--- config.mk ---
export PLATFORM = sky130hd
export DESIGN_NAME = lbp3_ram
export DESIGN_NICKNAME = d
export VERILOG_FILES = /design/src/hdl/lbp3_ram.sv
export SDC_FILE = /design/constraint.sdc
export NUM_CORES = 2
export LEC_CHECK = 0
export ABC_AREA = 0
export BUFFER_PORTS_ARGS = -buffer_cell sky130_fd_sc_hd__buf_2
export CAP_MARGIN = 20
export CORE_MARGIN = 8
export CORE_UTILIZATION = 55
export CTS_CLUSTER_SIZE = 10
export DETAILED_ROUTE_END_ITERATION = 7
export PLACE_DENSITY_LB_ADDON = 0.15
export SYNTH_ARGS = -nofsm -noshare
export SYNTH_HDL_FRONTEND = slang
export SYNTH_SLANG_ARGS = --single-unit
--- constraint.sdc ---
create_clock -name clock -period 2.2 [get_ports clock]
set_input_delay 0 -clock clock [delete_from_list [all_inputs] [get_ports clock]]
set_output_delay 0 -clock clock [all_outputs]
set_load 0.02 [all_outputs]
--- src/hdl/lbp3_ram.sv ---
// Generic simple dual-port RAM, one write port and one registered read port.
`timescale 1ns / 1ps

module lbp3_ram #(
   parameter int WIDTH = 8,
   parameter int DEPTH = 256
) (
   input  logic                     clock,
   input  logic                     wr_en,
   input  logic [$clog2(DEPTH)-1:0] wr_addr,
   input  logic [WIDTH-1:0]         wr_data,
   input  logic                     rd_en,
   input  logic [$clog2(DEPTH)-1:0] rd_addr,
   output logic [WIDTH-1:0]         rd_data
);

   logic [WIDTH-1:0] mem_ff [DEPTH];
   logic [WIDTH-1:0] rd_data_ff;

   always_ff @(posedge clock) begin
      if (wr_en) begin
         mem_ff[wr_addr] <= wr_data;
      end
      if (rd_en) begin
         rd_data_ff <= mem_ff[rd_addr];
      end
   end

   assign rd_data = rd_data_ff;

endmodule
-- Word level (Yosys, flattened, before mapping)
Memory sizes are Yosys's and may differ from the RTL's. A register that Yosys moved wholly into a read port is not among the register bits.
Index checks and enable logic that the tools add are counted.
- memories: 1
- word-level logic and storage cells: 3
- output and inout bits: 8
- input bits: 27
- bits in writable memories: 2048
- register bits after elaboration: 0
- memories (memory ; words ; width ; read ports ; clocked after Yosys merged registers in ; wr ports ; RTL line ; text):
    mem_ff ; 256 ; 8 ; 1 ; 1 ; 1 ; 17 ; logic [WIDTH-1:0] mem_ff [DEPTH];
- mux-type cells: 2
- operator list (kind ; number):
    $mux W1 ; 2

-- Longest topological paths before layout
- depth after elaboration: 2
- depth in mapped cells: 11
- depth with buffers taken out: 6

-- Worst setup path after synthesis
Ideal clock, no wire load.
- kind: input -> register
- start: in rd_addr[0]
- end: reg rd_data_ff[2], in the netlist rd_data[2] (read register of mem_ff) (data pin)
- data required time: 1.931 ns
- path slack: 0.124 ns
- library setup time: 0.269 ns
- path buffers: 4
- arrival time: 1.807 ns
- stages: 9
- cell sequence: buf_6 -> buf_12 -> buf_8 -> buf_2 -> mux4_2 -> a22oi_1 -> a21oi_1 -> nor4_1 -> nor4_2
- RTL lines (item ; RTL line ; text):
    start, declared ; 13 ; input logic [$clog2(DEPTH)-1:0] rd_addr,
    end, declared ; 18 ; logic [WIDTH-1:0] rd_data_ff;

==> flow_metrics.tcl <==
set metrics [dict create \
    cts.reportedPaths.clkPinSlew_ns 0.05 \
    flow.area_growth_from_synthesis_pct 18.0 \
    die_footprint_um2 157000 \
    number_of_failing_setup_endpoints_in_the_final_timing_report 8 \
    yosys-mux-area-fraction_pct 14.6 \
    critical-path-slowest-cell "sky130_fd_sc_hd__mux4_2" \
    antenna_violating_nets_post_route 0 \
    timing.final.max_slew_violations 0 \
    ctsHtreeMaxLevel 4 \
    cell_area_after_technology_mapping_um2 79600 \
    root_buffer "sky130_fd_sc_hd__clkbuf_16" \
    least_margin_pin_slew_ns 0.844 \
    finalCritPeriodShare_pct 106 \
    layout.cells.most_common "sky130_fd_sc_hd__edfxtp_1" \
    cts_max_path_buffers 3 \
    clock_insertion_delay_worst_skew_ns 0.84 \
    place.port_buffers 34 \
    cp-end-kind "register" \
    drt_drc_violations_left 0 \
    postSynthNetCount 3760 \
    main_combinational_cell_family_by_area_after_synthesis "multiplexers" \
    p_leak_nw 30.5 \
    post-route-min-period_ns 2.34 \
    vert_die_dim_um 397 \
    dpl.hpwl_um 130000 \
    layout_net_count 4520 \
    slew_headroom_pct 43.6 \
    clock_sinks 2056 \
    critical_path.max_fanout 1 \
    postSynth.topFlopCell "sky130_fd_sc_hd__edfxtp_1" \
    post_synth_and_or_nand_nor_area_fraction_pct 2.63 \
    num_rows 139 \
    num_vias 41000 \
    route.detailed.wl_per_inst_um 31.1 \
    worstPathCellList "mux4_2 > a22o_1 > a221oi_2 > o221ai_2 > a211oi_4 > buf_4 > nor4_2" \
    pwr_density_cell_nw_per_um2 852 \
    synth-xor-area-share_pct 0 \
    drtPass1Iterations 6 \
    worst-setup-path-type "register to register" \
    min-delay-path-class "input pin to register" \
    cell_count_after_synthesis 3733 \
    count_of_flip_flops_with_a_built_in_enable_after_synthesis 2056 \
    grt_pass1_vias 41300 \
    number_of_hold_violations_in_the_final_report 0 \
    drt-vias-per-instance 6.38 \
    post_route_cells_drive_above_1_share_pct 33.8 \
    worst_setup_skew_after_layout_ns 0.0286 \
    yosys_register_bits 2056 \
    yosys_warnings 0 \
    gp_congestion 0.853 \
    largest_net_degree_at_the_start_of_global_routing 85 \
    synth_adder_area_share_pct 0 \
    avgSynthCellArea_um2 21.3 \
    postRouteWirelength_um 200000 \
    dp_worst_setup_slack_ns -0.930 \
    critPathRequiredTime_ns 2.78 \
    post_synth_num_cell_types 54 \
    worst_vdd_drop_mv 0.887 \
    grt_first_pass_wirelength_um 289000 \
    final_setup_margin_ns -0.141 \
    overall_fraction_of_global_route_tracks_in_use_pct 25.3 \
    worst_path_largest_cell_delay_ns 0.51 \
    numCtsBuffers 225 \
    grt_antenna_before_repair 2 \
    start_util_pct 55.4 \
    floorplan.io_pins 35 \
    rsz_0062_raised_after_global_routing "yes" \
    synth-seq-area-share_pct 77.5 \
    timing.critical_path.arrival_ns 2.93 \
    placeableCoreArea_um2 144000 \
    mostFrequentLayoutCells "sky130_fd_sc_hd__edfxtp_1 (2056), sky130_fd_sc_hd__buf_4 (630), sky130_fd_sc_hd__mux4_2 (454)" \
    design_power_total_mw 80.1 \
    synth-async-reset-ratio_pct 0 \
    fmax_mhz 427 \
    grt_remaining_overflow 0 \
    area_fraction_in_compound_gates_after_synthesis_pct 3.42 \
    drv_cap 0 \
    result_of_the_run "complete, but fails checks" \
    chipWidth_um 397 \
    tritoncts_clock_tree "done" \
    failed_checks "setup timing" \
    critical_path.startpoint_type "register" \
    drt_iter0_drc 4405 \
]
==> final cells by class <==
cell class / instances / area [um2]
Sequential cell: 2056 / 61700
Clock inverter: 20 / 275
Tap cell: 1903 / 2380
Timing Repair Buffer: 766 / 6840
Inverter: 2 / 7.51
Clock buffer: 235 / 5690
Fill cell: 9554 / 49700
Multi-Input combinational cell: 1442 / 17000
Antenna cell: 1 / 2.50
==> final timing paths <==
check | end | slack [ns] | start | depth (start not counted)
max | rd_data[5] | -0.14 | mem_ff[19][5] | 7
min | mem_ff[94][5] | 0.18 | wr_data[5] | 2
max reg2reg | rd_data[5] | -0.14 | mem_ff[19][5] | 7
min reg2reg | rd_data[5] | 1.18 | mem_ff[33][5] | 7
==> kinds of logic after synthesis <==
kind of cell / after synthesis
buf+inv: 235
mux: 591
flops: 2056
simple gates: 466
compound gates: 385
==> cell usage after synthesis, types with 24 or more instances <==
master / count / share of area (%)
sky130_fd_sc_hd__nand2_1: 33 / 0.16
sky130_fd_sc_hd__a22oi_1: 133 / 1.3
sky130_fd_sc_hd__buf_2: 31 / 0.19
sky130_fd_sc_hd__nor2_1: 282 / 1.3
sky130_fd_sc_hd__nor2b_1: 31 / 0.24
sky130_fd_sc_hd__buf_4: 27 / 0.25
sky130_fd_sc_hd__mux2i_1: 134 / 1.7
sky130_fd_sc_hd__nor4_1: 24 / 0.19
sky130_fd_sc_hd__o22ai_1: 28 / 0.22
sky130_fd_sc_hd__mux4_2: 454 / 13
sky130_fd_sc_hd__o221ai_1: 46 / 0.51
sky130_fd_sc_hd__edfxtp_1: 2056 / 78
sky130_fd_sc_hd__a21oi_1: 96 / 0.60
sky130_fd_sc_hd__clkbuf_1: 111 / 0.52
sky130_fd_sc_hd__nand3_1: 34 / 0.21
==> critical path: cells and delay by family, from the launching register on <==
family,cells,cell delay [ns]
mux,1,0.51
compound gates,4,1.00
flops,1,0.35
simple gates,1,0.04
buf+inv,1,0.20
==> metal layers <==
layer / track usage [%] / up-vias / wire length [um]
met3: 4.51 / 343 / 17400
met4: 7.78 / 0 / 6520
met1: 35.7 / 21600 / 78900
met5: 0 / - / 0
li1: - / 17100 / -
met2: 41.0 / 1931 / 97100
==> where the power goes <==
part / internal, mW / switching [mW] / leakage, nW / total [mW]
combinational: 1.93 / 2.79 / 9.13 / 4.72
sequential: 43.2 / 0.0601 / 18.5 / 43.3
clock: 18.1 / 14.0 / 2.92 / 32.1
total: 63.3 / 16.8 / 30.5 / 80.1
==> state kept, by name, indices dropped and copies added (netlist names) <==
signal,count
mem_ff,2048
rd_data,8
==> per-stage QoR <==
| step | setup TNS [ns] | hold slack [ns] | cell area (um2) | utilization, % | cells |
|---|---|---|---|---|---|
| 2_1_floorplan | 0 | 0.0989 | 79600 | - | 3733 |
| 3_3_place_gp | -8.23 | 0.436 | 87200 | 60.7 | 6149 |
| 3_5_place_dp | -5.82 | 0.437 | 87300 | 60.8 | 6154 |
| 4_1_cts | -1.01 | 0.128 | 93800 | 65.3 | 6425 |
| 5_1_grt | -0.903 | 0.165 | 94000 | 65.4 | 6424 |
| 6_report | -0.506 | 0.182 | 94000 | 65.4 | 6425 |
==> what timing repair did <==
| action | in CTS | in global routing |
|---|---|---|
| pin swaps | 27 | 29 |
| setup buffers | 0 | 0 |
| gates cloned | 0 | 0 |
| endpoints found under the setup margin | 8 | 8 |
| gates resized for setup | 60 | 40 |
| hold buffers | 19 | 0 |
| endpoints found under the hold margin | 1909 | 0 |
Power figures use the tool's default switching activity.
